<file path="src/rtl/murmur2_hash_engine_core_assert.svh">
// Assertion macros for the MurmurHash2 engine.
// Used by the top level only; expects clk and rst_n in scope.
`ifndef MURMUR2_HASH_ENGINE_CORE_ASSERT_SVH
`define MURMUR2_HASH_ENGINE_CORE_ASSERT_SVH

// Same-cycle implication, disabled in reset.
`define MM2_ASSERT_NOW(label, ante, cons) \
  label: assert property (@(posedge clk) disable iff (!rst_n) (ante) |-> (cons)) \
    else $error("mm2 assertion failed");

// Next-cycle implication, disabled in reset.
`define MM2_ASSERT_NEXT(label, ante, cons) \
  label: assert property (@(posedge clk) disable iff (!rst_n) (ante) |=> (cons)) \
    else $error("mm2 assertion failed");

`endif

</file>
<file path="src/rtl/mm2_pkg.sv">
// Shared types, constants and helpers for the MurmurHash2 engine.
// No dependencies.
package mm2_pkg;

  localparam logic [31:0] MIX_MUL      = 32'h5bd1e995;
  localparam int          MIX_SHIFT    = 24;
  localparam int          AVAL_SHIFT_A = 13;
  localparam int          AVAL_SHIFT_B = 15;
  localparam logic [2:0]  FULL_BYTES   = 3'd4;

  typedef enum logic [2:0] {
    ST_IDLE,
    ST_K1,
    ST_K2,
    ST_HMIX,
    ST_TAIL,
    ST_AVAL
  } mm2_state_t;

  // Sequencer to datapath
  typedef struct packed {
    logic       ready;
    logic       accept;
    logic       aval_fire;
    mm2_state_t op;
  } mm2_ctrl_t;

  // Datapath to sequencer
  typedef struct packed {
    logic       in_valid;
    logic       in_last;
    logic [2:0] in_nbytes;
    logic       item_last;
    logic       out_block;
  } mm2_stat_t;

  function automatic logic [2:0] sat_bytes(input logic [2:0] nb);
    sat_bytes = (nb > FULL_BYTES) ? FULL_BYTES : nb;
  endfunction

  function automatic logic [31:0] tail_mask(input logic [1:0] nb);
    logic [31:0] m;
    unique case (nb)
      2'd1:    m = 32'h0000_00ff;
      2'd2:    m = 32'h0000_ffff;
      2'd3:    m = 32'h00ff_ffff;
      default: m = 32'hffff_ffff;
    endcase
    tail_mask = m;
  endfunction

endpackage

</file>
<file path="src/rtl/mm2_mul.sv">
// Shared multiply-by-constant unit (low 32 bits of a * MIX_MUL).
// Depends on mm2_pkg.
module mm2_mul
  import mm2_pkg::*;
(
  input  logic [31:0] mul_a,
  output logic [31:0] mul_p
);

  assign mul_p = mul_a * MIX_MUL;

endmodule

</file>
<file path="src/rtl/mm2_seq.sv">
// Step sequencer for the MurmurHash2 engine.
// Depends on mm2_pkg.
module mm2_seq
  import mm2_pkg::*;
(
  input  logic      clk,
  input  logic      rst_n,
  input  mm2_stat_t stat,
  output mm2_ctrl_t ctrl
);

  mm2_state_t state_r, state_nxt;

  always_ff @(posedge clk) begin
    if (!rst_n) begin
      state_r <= ST_IDLE;
    end else begin
      state_r <= state_nxt;
    end
  end

  always_comb begin
    state_nxt      = state_r;
    ctrl.ready     = 1'b0;
    ctrl.accept    = 1'b0;
    ctrl.aval_fire = 1'b0;
    ctrl.op        = state_r;
    unique case (state_r)
      ST_IDLE: begin
        ctrl.ready = 1'b1;
        if (stat.in_valid) begin
          ctrl.accept = 1'b1;
          priority if (!stat.in_last || stat.in_nbytes == FULL_BYTES) begin
            state_nxt = ST_K1;
          end else if (stat.in_nbytes == 3'd0) begin
            state_nxt = ST_AVAL;
          end else begin
            state_nxt = ST_TAIL;
          end
        end
      end
      ST_K1:   state_nxt = ST_K2;
      ST_K2:   state_nxt = ST_HMIX;
      ST_HMIX: state_nxt = stat.item_last ? ST_AVAL : ST_IDLE;
      ST_TAIL: state_nxt = ST_AVAL;
      ST_AVAL: begin
        // hold until the output register is free
        if (!stat.out_block) begin
          ctrl.aval_fire = 1'b1;
          state_nxt      = ST_IDLE;
        end
      end
      default: state_nxt = ST_IDLE;
    endcase
  end

endmodule

</file>
<file path="src/rtl/murmur2_hash_engine_core.sv">
// Top level of the streaming MurmurHash2 (32-bit) engine.
// Depends on mm2_pkg, mm2_mul, mm2_seq and murmur2_hash_engine_core_assert.svh.
//
// Channel   Direction  Handshake           Payload
// in_       input      in_valid/in_stall   first_word seed total_len data_word
//                                          bytes_valid last_word
// out_      output     out_valid/out_stall hash_value
//
// Steps per item: non-last word idle, K1, K2, HMIX; last full word adds AVAL;
// 1..3 tail bytes idle, TAIL, AVAL; none idle, AVAL. AVAL waits while a result is held.
// Each mixing step uses the one shared 32-bit multiplier, one multiply a cycle.
// Reset (synchronous, rst_n low) returns to idle, clears the running hash and
// drops any pending result. in_stall is high whenever the sequencer is busy.
// A stalled result waits in the output register; the next item is taken meanwhile.
module murmur2_hash_engine_core
  import mm2_pkg::*;
(
  input  logic        clk,
  input  logic        rst_n,
  input  logic        in_valid,
  output logic        in_stall,
  input  logic        in_first_word,
  input  logic [31:0] in_seed,
  input  logic [31:0] in_total_len,
  input  logic [31:0] in_data_word,
  input  logic [2:0]  in_bytes_valid,
  input  logic        in_last_word,
  output logic        out_valid,
  input  logic        out_stall,
  output logic [31:0] out_hash_value
);

  mm2_ctrl_t ctrl;
  mm2_stat_t stat;

  // running hash, mixed key, captured word and item flags
  logic [31:0] h_r, h_nxt;
  logic [31:0] k_r, k_nxt;
  logic [31:0] w_r, w_nxt;
  logic [1:0]  nb_r, nb_nxt;
  logic        last_r, last_nxt;
  logic        out_valid_r, out_valid_nxt;
  logic [31:0] out_hash_r, out_hash_nxt;

  logic [31:0] mul_a, mul_p;
  logic [2:0]  in_nb_sat;

  assign in_nb_sat = sat_bytes(in_bytes_valid);

  assign stat.in_valid  = in_valid;
  assign stat.in_last   = in_last_word;
  assign stat.in_nbytes = in_nb_sat;
  assign stat.item_last = last_r;
  assign stat.out_block = out_valid_r & out_stall;

  mm2_seq u_seq (
    .clk   (clk),
    .rst_n (rst_n),
    .stat  (stat),
    .ctrl  (ctrl)
  );

  // Pick the multiplier operand for the current step
  always_comb begin
    unique case (ctrl.op)
      ST_K1:   mul_a = w_r;
      ST_K2:   mul_a = k_r;
      ST_HMIX: mul_a = h_r;
      ST_TAIL: mul_a = h_r ^ (w_r & tail_mask(nb_r));
      ST_AVAL: mul_a = h_r ^ (h_r >> AVAL_SHIFT_A);
      default: mul_a = w_r;
    endcase
  end

  mm2_mul u_mul (
    .mul_a (mul_a),
    .mul_p (mul_p)
  );

  always_comb begin
    h_nxt         = h_r;
    k_nxt         = k_r;
    w_nxt         = w_r;
    nb_nxt        = nb_r;
    last_nxt      = last_r;
    out_hash_nxt  = out_hash_r;
    out_valid_nxt = out_valid_r & out_stall;   // drop once taken

    if (ctrl.accept) begin
      // first item of a message loads seed XOR length
      h_nxt    = in_first_word ? (in_seed ^ in_total_len) : h_r;
      w_nxt    = in_data_word;
      nb_nxt   = in_nb_sat[1:0];
      last_nxt = in_last_word;
    end

    unique case (ctrl.op)
      ST_K1:   k_nxt = mul_p ^ (mul_p >> MIX_SHIFT);
      ST_K2:   k_nxt = mul_p;
      ST_HMIX: h_nxt = mul_p ^ k_r;
      ST_TAIL: h_nxt = mul_p;
      ST_AVAL: begin
        if (ctrl.aval_fire) begin
          h_nxt         = mul_p ^ (mul_p >> AVAL_SHIFT_B);
          out_hash_nxt  = mul_p ^ (mul_p >> AVAL_SHIFT_B);
          out_valid_nxt = 1'b1;
        end
      end
      default: ;
    endcase
  end

  always_ff @(posedge clk) begin
    if (!rst_n) begin
      h_r         <= 32'd0;
      out_valid_r <= 1'b0;
      last_r      <= 1'b0;
    end else begin
      h_r         <= h_nxt;
      out_valid_r <= out_valid_nxt;
      last_r      <= last_nxt;
    end
  end

  always_ff @(posedge clk) begin
    k_r        <= k_nxt;
    w_r        <= w_nxt;
    nb_r       <= nb_nxt;
    out_hash_r <= out_hash_nxt;
  end

  assign in_stall       = ~ctrl.ready;
  assign out_valid      = out_valid_r;
  assign out_hash_value = out_hash_r;

`include "murmur2_hash_engine_core_assert.svh"

  // never overwrite a result that is still held
  `MM2_ASSERT_NOW(a_no_overwrite, ctrl.aval_fire, !(out_valid_r && out_stall))
  // a plain word is back to ready after the K1, K2 and HMIX steps
  `MM2_ASSERT_NOW(a_word_cycles, ctrl.accept && !in_last_word, ##4 ctrl.ready)
  // a result only ever follows a last item
  `MM2_ASSERT_NEXT(a_result_last, ctrl.aval_fire, out_valid_r && last_r)

endmodule
</file>
<file path="config.mk">
export PLATFORM = sky130hd
export DESIGN_NAME = murmur2_hash_engine_core
export DESIGN_NICKNAME = d
export VERILOG_FILES = /design/src/rtl/mm2_pkg.sv /design/src/rtl/mm2_mul.sv /design/src/rtl/mm2_seq.sv /design/src/rtl/murmur2_hash_engine_core.sv
export VERILOG_INCLUDE_DIRS = /design/src /design/src/rtl
export SDC_FILE = /design/constraint.sdc
export NUM_CORES = 1
export LEC_CHECK = 0
export ABC_AREA = 1
export BUFFER_PORTS_ARGS = -buffer_cell sky130_fd_sc_hd__buf_2
export CORE_MARGIN = 8
export CORE_UTILIZATION = 40
export CTS_BUF_LIST = sky130_fd_sc_hd__clkbuf_4 sky130_fd_sc_hd__clkbuf_8
export DETAILED_ROUTE_END_ITERATION = 6
export PLACE_DENSITY = 0.64
export SLEW_MARGIN = 40
export SYNTH_ARGS = -nofsm -noshare
export SYNTH_HDL_FRONTEND = slang
export SYNTH_SLANG_ARGS = --single-unit
export TNS_END_PERCENT = 100
</file>
<file path="constraint.sdc">
create_clock -name clk -period 11.4 [get_ports clk]
set_input_delay 0.57 -clock clk [delete_from_list [all_inputs] [get_ports clk]]
set_output_delay 0.57 -clock clk [all_outputs]
set_load 0.02 [all_outputs]
</file>
==> metrics.md <==
| Metric | Value |
|---|---|
| Status | `finished clean` |
| Hold Crit Class | `primary input to register` |
| Area leader, netlist | `fa_1` |
| # resized after CTS | `0` |
| Yosys warnings | `0` |
| Grt total ovfl | `0` |
| Drc violations | `0` |
| First-pass GRT wire length | `around 87000 um` |
| Async SR Flop Fraction | `0%` |
| Max Fclk | `0.104 GHz` |
| Seq. cell area | `3680 um2` |
| Synth area leaders | `fa_1 (21%), edfxtp_1 (17%), ha_1 (16%), inv_1 (11%), nand2_1 (7.3%)` |
| Final Cell Area | `18800 um2` |
| Clock buffer count from CTS | `17` |
| Placed inst area | `around 18000 um2` |
| Mapped Area | `16900 um2` |
| Vias | `14200` |
| Later-pin clock latency in the skew report | `between 400 and 500 ps` |
| # H-tree levels | `4` |
| CORE AREA | `41900 um2` |
| Die Y | `222 um` |
| Rows | `75` |
| GRT Total Usage | `between 20% and 30%` |
| Crit path top cell by count | `inv_1` |
| # hold bufs at CTS | `0` |
| Setup_tns | `0 ps` |
| Required @ worst endpoint | `11630 ps` |
| R2r setup slk | `1770 ps` |
| Max_cap viols | `0` |
| Die ar. | `49100 um2` |
| Initial antenna violation count | `0` |
| CP max stage delay | `640 ps` |
| Ant diodes | `0` |
| Crit path DAT | `~9900 ps` |
| Worst-Margin Slew | `881 ps` |
| RSZ-0062 raised after global routing | `false` |
| Worst Setup End Kind | `register` |
| Min Tclk post-route | `between 9000 and 10000 ps` |
| Largest net degree at the start of global routing | `43` |
| Clock transition at path regs | `roughly 100 ps` |
| Synth top area share | `21.2%` |
| Hold Violations, Final | `0` |
| Yosys cell types | `57` |
| Detailed placement HPWL | `45300 um` |
| Maximum clock path buffer count | `2` |
| Total iterations of the first detailed-routing run | `7` |
| Initial core utilization | `40.4%` |
| Die X | `222 um` |
| Number of setup violations in the final report | `0` |
| Setup CP Type | `register to register` |
| Final period utilization | `84.5%` |
| Max Clock Skew | `25.9 ps` |
| CTS tree | `yes` |
| # fillers | `4141` |
| I/O Buffers | `138` |
| Syn Nets | `2507` |
| Sequential share of the synthesized area | `around 22%` |
| Sink Count | `135` |
| WL/cell | `approximately 21 um` |
| Clock root cell | `clkbuf_8` |
| Post-synth top flop | `edfxtp_1` |
| Routed vias/inst | `5.26` |
| Slew margin rel. | `41.1%` |
| Routed Antenna Nets | `0` |
| Mapped Cells | `around 2000` |
| Max Slew Vio Count | `0` |
| Avg Inst Size Synth | `8.44 um2` |
| GP Congestion | `about 0.98` |
| Share of cells above drive strength 1 | `11.4%` |
| 1st-iter DRT viols | `1089` |
| I/O pin count | `139` |
| WL final | `56600 um` |
| Vias in the first global route | `roughly 15000` |
| Number of flops mapped to enable cells by yosys | `slightly below 100` |
| CP startpoint kind | `register` |
| Number of synthesized register bits | `135` |
| Post-layout util | `between 40% and 50%` |
| Multi-input logic area | `11200 um2` |
| Max FO, Critical Path | `24` |
| Post-CTS Setup Bufs | `0` |
| Final nets | `2653` |
| Syn-to-layout area delta | `11.0%` |
| Slowest CP cell | `nand3_1` |
-- critical path, delay by kind of cell (launching register included) --
kind                     cells  cell delay [ps]
adder cells (fa/ha/maj)      9             3950
AND/OR/NAND/NOR             14             2220
AO/OA/AOI/OAI                4             1450
buffers and inverters        9             1280
flip-flops                   1              440
-- cells in the final DEF, fill, tap and decap left out, drive strengths merged, types with 16 or more instances in the layout --
cell type	count
xor2	54
o21ai	88
or2	24
inv	520
dfxtp	37
fa	179
ha	218
nand3	88
clkbuf	18
nor2	83
nand2	333
a31oi	16
a21oi	79
edfxtp	98
o211ai	23
xnor2	39
buf	168
-- cell families (layout without fill, tap and decap cells) --
kind of cell | after synthesis | after routing | share of synthesized area [%]
AOI/OAI and AO/OA | 267 | 267 | 9.51
xor gates and xnor gates | 93 | 93 | 4.82
adders and majority gates | 397 | 397 | 37.3
buffers and inverters | 555 | 714 | 12.5
DFF | 135 | 135 | 21.8
muxes | 3 | 3 | 0.178
and+or+nand+nor | 555 | 555 | 13.9
-- cells in the mapped netlist (3+ instances only) --
master and number:
a21o_1 7, xor2_1 54, clkbuf_1 31, o21bai_1 3, nand3_1 87, and2_1 3, nor3_1 7, inv_1 510
xnor2_1 39, o211ai_1 23, ha_1 218, a41oi_1 4, buf_4 5, o21ai_0 87, o21a_1 4, a21oi_1 78
fa_1 179, nand4_1 6, o22ai_1 14, or2_2 23, nor4_1 3, o2111ai_1 5, a221oi_1 11, nand2_1 329
nand3b_1 5, nor2_1 81, nand2_2 4, mux2i_1 3, edfxtp_1 98, dfxtp_1 37, a31oi_1 16
-- state kept, by name (all words and copies together) (netlist names) --
signal          count
nb_r                2
u_seq.state_r       3
out_valid           1
k_r                32
h_r                32
last_r              1
w_r                32
out_hash_value     32
-- path summary, 6_finish.rpt --
check              startpoint                 end  depth (start not counted)
max          u_seq.state_r[2]  out_hash_value[15]                         36
min reg2reg         out_valid           out_valid                          2
max reg2reg  u_seq.state_r[2]  out_hash_value[15]                         36
min          in_data_word[25]             w_r[25]                          1
-- metal layers --
layer,GRT usage [%],routed length (um),share of wire (%)
met5,0,0,0
met4,8.55,2290,4.1
met3,4.36,4400,7.8
met2,38.7,26300,47
met1,29.3,23600,42
-- area by class of cell --
| class | instances | share of cell area, % |
|---|---|---|
| tap | 539 | 3.59 |
| clock inverter | 14 | 0.826 |
| inverter | 514 | 10.3 |
| multi-input combinational | 1315 | 59.5 |
| clock buffer | 18 | 1.32 |
| timing repair buffer | 168 | 4.84 |
| sequential | 135 | 19.6 |
-- per-stage QoR --
step | hold slack, ps | instances | worst slack (ps)
floorplan | 504 | 2005 | 3280
global route | 236 | 2703 | 1140
global placement | 518 | 2668 | 1860
finish | 249 | 2703 | 1770
CTS | 219 | 2703 | 1640
detailed placement | 535 | 2671 | 1690
Power is left out: the tool's default activity adds up to more than one toggle a clock period on the data nets, which glitch-free logic cannot reach.
